==> config.mk <==
export PLATFORM = sky130hd
export DESIGN_NAME = approx_vector_magnitude_unit
export DESIGN_NICKNAME = d
export VERILOG_FILES = /design/src/rtl/core/avm_pkg.sv /design/src/rtl/core/approx_vector_magnitude_unit.sv
export VERILOG_INCLUDE_DIRS = /design/src /design/src/rtl/core
export SDC_FILE = /design/constraint.sdc
export NUM_CORES = 1
export LEC_CHECK = 0
export BUFFER_PORTS_ARGS = -buffer_cell sky130_fd_sc_hd__buf_2
export CORE_UTILIZATION = 45
export DETAILED_ROUTE_END_ITERATION = 12
export GPL_TIMING_DRIVEN = 0
export PLACE_DENSITY = 0.71
export REMOVE_ABC_BUFFERS = 1
export SKIP_CTS_REPAIR_TIMING = 1
export SLEW_MARGIN = 20
export SYNTH_ARGS = -nofsm -noshare
export SYNTH_HDL_FRONTEND = slang
export SYNTH_SLANG_ARGS = --single-unit
==> constraint.sdc <==
create_clock -name clk -period 11.5 [get_ports clk]
set_input_delay 2.3 -clock clk [delete_from_list [all_inputs] [get_ports clk]]
set_output_delay 2.3 -clock clk [all_outputs]
set_load 0.05 [all_outputs]
==> src/rtl/core/assert_macros.svh <==
// ---------------------------------------------------------------------------
// Assertion macros shared by the core RTL
// ---------------------------------------------------------------------------
`ifndef ASSERT_MACROS_SVH
`define ASSERT_MACROS_SVH

// same-cycle implication
`define ASSERT_IMPL(label, clk, rst, ante, cons) \
  label: assert property (@(posedge clk) disable iff (rst) (ante) |-> (cons)) \
    else $error("assertion failed");

// next-cycle implication
`define ASSERT_NEXT(label, clk, rst, ante, cons) \
  label: assert property (@(posedge clk) disable iff (rst) (ante) |=> (cons)) \
    else $error("assertion failed");

`endif

==> src/rtl/core/avm_pkg.sv <==
// ---------------------------------------------------------------------------
// avm_pkg
// Constants and codes of the approximate vector magnitude unit.
// ---------------------------------------------------------------------------
`default_nettype none

package avm_pkg;

  localparam int COORD_BITS = 32;
  localparam int MAG_BITS   = COORD_BITS + 1;
  localparam int DATA_BITS  = 32;
  localparam int PADDR_BITS = 3;
  localparam int MODE_BITS  = 3;

  typedef logic signed [COORD_BITS-1:0] coord_t;
  typedef logic        [COORD_BITS-1:0] abs_t;
  typedef logic        [MAG_BITS-1:0]   mag_t;
  typedef logic        [MODE_BITS-1:0]  mode_t;

  localparam mode_t MODE_L1       = 3'd0;
  localparam mode_t MODE_APPROX13 = 3'd1;
  localparam mode_t MODE_APPROX9  = 3'd2;
  localparam mode_t MODE_APPROX8  = 3'd3;
  localparam mode_t MODE_HALF_MIN = 3'd4;
  localparam mode_t MODE_FINE_2D  = 3'd5;

  localparam mode_t MODE_RESET = MODE_APPROX8;

  // register index, taken from paddr[2]
  localparam logic REG_NORM_MODE = 1'b0;

  function automatic abs_t abs_coord(input coord_t v);
    abs_t r;
    r = v[COORD_BITS-1] ? abs_t'(~v + 1'b1) : abs_t'(v);
    return r;
  endfunction

endpackage

`default_nettype wire

==> src/rtl/core/approx_vector_magnitude_unit.sv <==
// ---------------------------------------------------------------------------
// approx_vector_magnitude_unit
// Approximate length of a signed 16.16 vector by shift-add formulas.
// ---------------------------------------------------------------------------
// Input channel: x_in, y_in, z_in with in_valid/in_stall; output channel:
// magnitude (unsigned 17.16) with out_valid/out_stall. A transfer happens
// at a clock edge with valid high and stall low.
// norm_mode (APB, byte address 0) selects the formula; write it only
// while the unit is empty. Codes 6 and 7 give a magnitude of zero.
// Four register stages: absolute value, sort, shifted partial sums,
// final add into the output register; one transfer per cycle sustained
// while out_stall is low.
// Each stage loads when empty or when the stage after it moves on, so
// bubbles fill while the output is stalled; in_stall rises only when all
// four stages hold data and out_stall is high. Nothing is dropped or
// duplicated under stall.
// Reset (rst, synchronous) empties the pipeline and sets norm_mode to 3.
// ---------------------------------------------------------------------------
`default_nettype none

module approx_vector_magnitude_unit (
  input  wire                              clk,
  input  wire                              rst,
  input  wire                              psel,
  input  wire                              penable,
  input  wire                              pwrite,
  input  wire  [avm_pkg::PADDR_BITS-1:0]   paddr,
  input  wire  [avm_pkg::DATA_BITS-1:0]    pwdata,
  output logic [avm_pkg::DATA_BITS-1:0]    prdata,
  output logic                             pready,
  input  wire                              in_valid,
  output logic                             in_stall,
  input  wire  [avm_pkg::COORD_BITS-1:0]   x_in,
  input  wire  [avm_pkg::COORD_BITS-1:0]   y_in,
  input  wire  [avm_pkg::COORD_BITS-1:0]   z_in,
  output logic                             out_valid,
  input  wire                              out_stall,
  output logic [avm_pkg::MAG_BITS-1:0]     magnitude
);
  import avm_pkg::*;

  `include "assert_macros.svh"

  mode_t norm_mode;

  logic  s1_valid, s2_valid, s3_valid;
  logic  ld1, ld2, ld3, ld_out;

  abs_t  s1_ax, s1_ay, s1_az;
  mode_t s1_mode;

  abs_t  s2_a, s2_b, s2_c;
  mode_t s2_mode;

  mag_t  s3_pa, s3_pb;

  abs_t  hi, mid, lo, hi2, lo2;
  abs_t  a_next, b_next, c_next;
  mag_t  pa_next, pb_next;
  mag_t  ea, eb, ec;

  // config port
  assign pready = 1'b1;

  always_ff @(posedge clk) begin
    if (rst) begin
      norm_mode <= MODE_RESET;
    end else if (psel && penable && pwrite && pready && paddr[2] == REG_NORM_MODE) begin
      norm_mode <= pwdata[MODE_BITS-1:0];
    end
  end

  always_comb begin
    prdata = '0;
    if (paddr[2] == REG_NORM_MODE) begin
      prdata = {{(DATA_BITS-MODE_BITS){1'b0}}, norm_mode};
    end
  end

  // stage advance
  assign ld_out   = !out_valid || !out_stall;
  assign ld3      = !s3_valid || ld_out;
  assign ld2      = !s2_valid || ld3;
  assign ld1      = !s1_valid || ld2;
  assign in_stall = !ld1;

  always_ff @(posedge clk) begin
    if (rst) begin
      s1_valid  <= 1'b0;
      s2_valid  <= 1'b0;
      s3_valid  <= 1'b0;
      out_valid <= 1'b0;
    end else begin
      if (ld1)    s1_valid  <= in_valid;
      if (ld2)    s2_valid  <= s1_valid;
      if (ld3)    s3_valid  <= s2_valid;
      if (ld_out) out_valid <= s3_valid;
    end
  end

  // stage 2: sort by value (x and y only in the 2D modes)
  always_comb begin
    hi  = (s1_ax >= s1_ay && s1_ax >= s1_az) ? s1_ax : ((s1_ay >= s1_az) ? s1_ay : s1_az);
    lo  = (s1_ax <= s1_ay && s1_ax <= s1_az) ? s1_ax : ((s1_ay <= s1_az) ? s1_ay : s1_az);
    mid = s1_ax ^ s1_ay ^ s1_az ^ hi ^ lo;
    hi2 = (s1_ax < s1_ay) ? s1_ay : s1_ax;
    lo2 = (s1_ax < s1_ay) ? s1_ax : s1_ay;
    if (s1_mode == MODE_HALF_MIN || s1_mode == MODE_FINE_2D) begin
      a_next = hi2;
      b_next = lo2;
      c_next = '0;
    end else begin
      a_next = hi;
      b_next = mid;
      c_next = lo;
    end
  end

  // stage 3: shifted partial sums
  assign ea = {1'b0, s2_a};
  assign eb = {1'b0, s2_b};
  assign ec = {1'b0, s2_c};

  always_comb begin
    pa_next = '0;
    pb_next = '0;
    case (s2_mode)
      MODE_L1: begin
        pa_next = ea + ec;
        pb_next = eb;
      end
      MODE_APPROX13: begin
        pa_next = ea;
        pb_next = (eb + ec) >> 2;
      end
      MODE_APPROX9: begin
        pa_next = ea + (ec >> 2);
        pb_next = (eb >> 2) + (eb >> 4);
      end
      MODE_APPROX8: begin
        pa_next = ea + (ec >> 2);
        pb_next = (eb >> 2) + (eb >> 4) + (eb >> 5);
      end
      MODE_HALF_MIN: begin
        pa_next = ea;
        pb_next = eb >> 1;
      end
      MODE_FINE_2D: begin
        pa_next = ea - (ea >> 5) - (ea >> 7);
        pb_next = (eb >> 1) - (eb >> 4) - (eb >> 5) - (eb >> 7);
      end
      default: begin
        pa_next = '0;
        pb_next = '0;
      end
    endcase
  end

  always_ff @(posedge clk) begin
    if (ld1 && in_valid) begin
      s1_ax   <= abs_coord(x_in);
      s1_ay   <= abs_coord(y_in);
      s1_az   <= abs_coord(z_in);
      s1_mode <= norm_mode;
    end
    if (ld2 && s1_valid) begin
      s2_a    <= a_next;
      s2_b    <= b_next;
      s2_c    <= c_next;
      s2_mode <= s1_mode;
    end
    if (ld3 && s2_valid) begin
      s3_pa <= pa_next;
      s3_pb <= pb_next;
    end
    if (ld_out && s3_valid) begin
      magnitude <= s3_pa + s3_pb;
    end
  end

  `ASSERT_NEXT(a_in_lands, clk, rst, in_valid && !in_stall, s1_valid)
  `ASSERT_IMPL(a_stall_full, clk, rst, in_stall, s1_valid && s2_valid && s3_valid && out_valid)
  `ASSERT_NEXT(a_out_load, clk, rst, s3_valid && ld_out, out_valid)
  `ASSERT_IMPL(a_sorted, clk, rst, s2_valid, s2_a >= s2_b && s2_b >= s2_c)

endmodule

`default_nettype wire
==> impl_metrics.env <==
export IMPL_status="finished, final reports clean"
export IMPL_period_needed_ns=6.61
export IMPL_netSwitchingPower_mw=3.81
export IMPL_initial_core_util=0.456
export IMPL_finalNonFillerCells=4791
export IMPL_grt_pass1_vias=27100
export IMPL_worst_r2r_setup_slack_ns=4.89
export IMPL_worst_r2r_endpoint="s3_pa[30]$_DFFE_PP_"
export IMPL_drive_above_1_share=0.0802
export IMPL_finalSetupViolCount=0
export IMPL_p_seq_frac=0.198
export IMPL_rows=98
export IMPL_ys_ff_latch=304
export IMPL_n_fill_cell=6690
export IMPL_max_freq_ghz=0.151
export IMPL_met1_usage=0.341
export IMPL_finalCritPeriodShare=0.575
export IMPL_synthDistinctLibCells=91
export IMPL_hold_start="s1_mode[0]$_DFFE_PP_"
export IMPL_finalMaxSlewViolations=0
export IMPL_cap_violations=0
export IMPL_worst_pin_slew_ns=1.23
export IMPL_clkPwrFrac=0.141
export IMPL_synth_adder_area_share=0.173
export IMPL_ys_warnings_count=0
export IMPL_wl_per_cell_um=19.2
export IMPL_multi_input_area_um2=22400
export IMPL_synthArstFlopShare=0
export IMPL_core_um2=71700
export IMPL_muxShareOfSynthArea=0.0276
export IMPL_worst_path_max_fanout=22
export IMPL_clock_latency_ns=0.58
export IMPL_p_comb_frac=0.661
export IMPL_synth_top_family_by_area="compound AO/OA/AOI/OAI gates"
export IMPL_critical_path_required_ns=11.80
export IMPL_synthXorXnorAreaFrac=0.0969
export IMPL_path_cells="clkinv_1, nand2_2, buf_16, nand2_1, nand2_1, ha_1, inv_1, fa_1, nor2b_1, o21ai_0, a21boi_0, o31ai_1, o31ai_1, a211oi_1, nor3_1, o2111a_1, o21ai_0, nand3b_1, nand3_1"
export IMPL_finClkSkew_ns=0.0243
export IMPL_switching_share=0.460
export IMPL_critPathSlowestCell="clkinv_1"
export IMPL_detailroute_via_count=28500
export IMPL_portBuffers=144
export IMPL_drt_initial_drc_count=2329
export IMPL_globalplace_congestion=0.968
export IMPL_vias_per_cell=5.94
export IMPL_grt_antenna_before_repair=1
export IMPL_clockRootBuffer="clkbuf_16"
export IMPL_drc_errors=0
export IMPL_endpoint_kind="flip-flop"
export IMPL_dp_hpwl_mm=72.6
export IMPL_fin_hold_ws_ns=0.426
export IMPL_n_antenna_cell=0
export IMPL_fin_nets=4370
export IMPL_clockBufferDepth=3
export IMPL_htree_levels=2
export IMPL_rsz0062_at_grt="no"
export IMPL_ys_seq_area_frac=0.277
export IMPL_dr_pass1_iters=6
export IMPL_p_per_area_nw_per_um2=229
export IMPL_hold_path_class="reg2reg"
export IMPL_regToRegStartpoint="s2_mode[2]$_DFFE_PP_"
export IMPL_ant_nets=0
export IMPL_synth_compound_gate_area_share=0.235
export IMPL_seq_area_um2=9060
export IMPL_netlist_instances=3713
export IMPL_worst_setup_path_type="reg2reg"
export IMPL_critPathArrivalTime_ns=6.91
export IMPL_max_stage_delay_ns=0.90
export IMPL_grt_usage=0.246
export IMPL_ioPinCount=206
export IMPL_irDropWorstVdd_uv=160
export IMPL_synth_flop_cell="edfxtp_1"
export IMPL_syn_to_final_growth_pct=10.6
export IMPL_crit_path_start_kind="flip-flop"
export IMPL_dieArea_um2=73800
export IMPL_met2_usage=0.403
export IMPL_slew_headroom=0.175
export IMPL_grt_ovfl_total=0
export IMPL_routed_wl_mm=92.2
export IMPL_synthSimpleGateAreaFrac=0.144
export IMPL_intPower_mw=4.48
export IMPL_cts_tree="done"
export IMPL_grt_max_degree=63
export IMPL_dp_cells=4725
export IMPL_grt_pass1_wl_mm=146
export IMPL_holdPathStages=0
export IMPL_die_h_um=272
export IMPL_cts_made_buffers=37
export IMPL_min_to="s2_mode[0]$_DFFE_PP_"
export IMPL_syn_area_per_cell_um2=8.81
export IMPL_top_usage_layer="met2"
export IMPL_leakagePower_nw=15.8
export IMPL_clk_pin_slew_worst_paths_ns=0.06
export IMPL_ff2ff_path_depth=19
export IMPL_synth_edf_count=297
export IMPL_finalHoldViolCount=0
export IMPL_met3_usage=0.0225
export IMPL_clock_sinks=304
export IMPL_die_w_um=272
export IMPL_syn_area_um2=32700
[worst max-delay path, delay by kind of cell, from the launching register on]
kind | cells | cell delay, ns
AND/OR/NAND/NOR | 7 | 1.64
AO/OA/AOI/OAI | 7 | 2.04
adder cells (fa/ha/maj) | 2 | 0.58
buffers and inverters | 3 | 1.20
flip-flops | 1 | 0.83
[power groups by stage]
stage               Clock (mW)  Combinational (mW)  Sequential, mW
floorplan                    0                4.18            1.59
global placement             0                5.22            1.67
detailed placement           0                5.34            1.66
CTS                       1.19                5.38            1.63
global route              1.23                6.04            1.66
finish                    1.17                5.48            1.64
[layout make-up]
cell class | instances | share of cell area
clock buffer | 43 | 0.0268
clock inverter | 23 | 0.00636
inverter | 219 | 0.0227
multi-input combinational | 3068 | 0.619
sequential | 304 | 0.250
tap | 950 | 0.0329
timing repair buffer | 184 | 0.0422
[routing by layer]
layer | vias to the layer above | part of all wire
met5 | - | 0
met3 | 174 | 0.071
met2 | 1063 | 0.45
li1 | 13800 | -
met4 | 0 | 0.032
met1 | 13400 | 0.44
[cell usage after synthesis (9+ instances only)]
cell type,number,share of area
a21oi_1,316,0.048
a221o_1,11,0.0034
nand2b_1,58,0.011
a211o_1,16,0.0043
and2_1,14,0.0027
clkbuf_1,95,0.011
nor2_1,292,0.034
a21o_1,138,0.032
o2111ai_1,9,0.0024
ha_1,363,0.14
xor2_1,90,0.024
o21bai_1,29,0.0067
inv_1,217,0.025
or4_1,17,0.0039
o21ai_0,198,0.030
nor2b_1,29,0.0055
edfxtp_1,297,0.27
o211a_1,52,0.016
buf_4,30,0.0069
a21boi_0,10,0.0023
nand3_1,50,0.0077
o21a_1,40,0.0092
nand4_1,37,0.0071
or3_1,33,0.0063
and3_1,29,0.0055
a221oi_1,12,0.0032
nand2_1,349,0.040
o211ai_1,53,0.012
nor3_1,44,0.0067
a22oi_1,27,0.0062
buf_1,11,0.0013
xnor2_1,272,0.073
fa_1,55,0.034
mux2i_1,79,0.024
o41ai_1,12,0.0032
or2_2,14,0.0027
o31ai_1,33,0.0076
o22ai_1,45,0.0086
buf_2,14,0.0021
a31oi_1,50,0.0096
a211oi_1,25,0.0057
[kinds of logic (layout without fill, tap and decap cells)]
| family | Yosys count | after routing |
|---|---|---|
| multiplexers | 86 | 86 |
| XOR/XNOR | 362 | 362 |
| other | 2 | 30 |
| AO/OA/AOI/OAI | 1162 | 1162 |
| adder cells (fa/ha/maj) | 418 | 418 |
| AND/OR/NAND/NOR | 1010 | 1010 |
| flip-flops | 304 | 304 |
| buffers and inverters | 369 | 469 |
[placed cells by master, fill, tap and decap left out, types with 16 or more instances in the layout]
cell / instances
a211o_1: 16
a211oi_1: 25
a21o_1: 138
a21oi_1: 313
a22oi_1: 27
a31oi_1: 50
and3_1: 29
buf_16: 17
buf_2: 144
clkbuf_16: 38
conb_1: 30
edfxtp_1: 297
fa_1: 55
ha_1: 363
inv_1: 217
mux2i_1: 79
nand2_1: 347
nand2b_1: 57
nand3_1: 50
nand4_1: 37
nor2_1: 288
nor2b_1: 27
nor3_1: 43
o211a_1: 51
o211ai_1: 53
o21a_1: 40
o21ai_0: 198
o21bai_1: 29
o22ai_1: 45
o31ai_1: 33
or3_1: 33
or4_1: 17
xnor2_1: 272
xor2_1: 90
[how the worst max path moves through the flow]
stage / startpoint / to / slack, ns / depth (start not counted)
2_1_floorplan: out_stall / s2_a[0]$_DFFE_PP_ / 1.09 / 2
3_3_place_gp: out_stall / s2_b[3]$_DFFE_PP_ / -1.35 / 3
3_5_place_dp: s2_mode[2]$_DFFE_PP_ / s3_pa[30]$_DFFE_PP_ / 5.12 / 19
4_1_cts: s2_mode[2]$_DFFE_PP_ / s3_pa[30]$_DFFE_PP_ / 5.10 / 19
5_1_grt: s2_mode[2]$_DFFE_PP_ / s3_pa[28]$_DFFE_PP_ / 4.53 / 19
6_report: s2_mode[2]$_DFFE_PP_ / s3_pa[30]$_DFFE_PP_ / 4.89 / 19
[flip-flops by register name, indices dropped and copies added, names as in the netlist]
name,flops
s1_valid,1
s2_a,32
s2_valid,1
s2_b,32
s3_pb,33
s1_az,32
out_valid,1
norm_mode,3
s1_ay,32
s3_pa,33
s2_mode,3
s2_c,32
s3_valid,1
magnitude,33
s1_ax,32
s1_mode,3
[per-stage QoR]
step	TNS, ns	worst slack, ns	total power [mW]	area [um2]	util
6_report	0	4.89	8.29	36200	0.504
5_1_grt	0	4.53	8.93	36200	0.504
4_1_cts	0	5.10	8.21	36200	0.504
3_5_place_dp	0	5.12	6.99	35000	0.488
3_3_place_gp	-131.95	-1.35	6.89	34000	0.474
2_1_floorplan	0	1.09	5.76	32100	-
No activity file was read; power rests on OpenSTA's default activity.
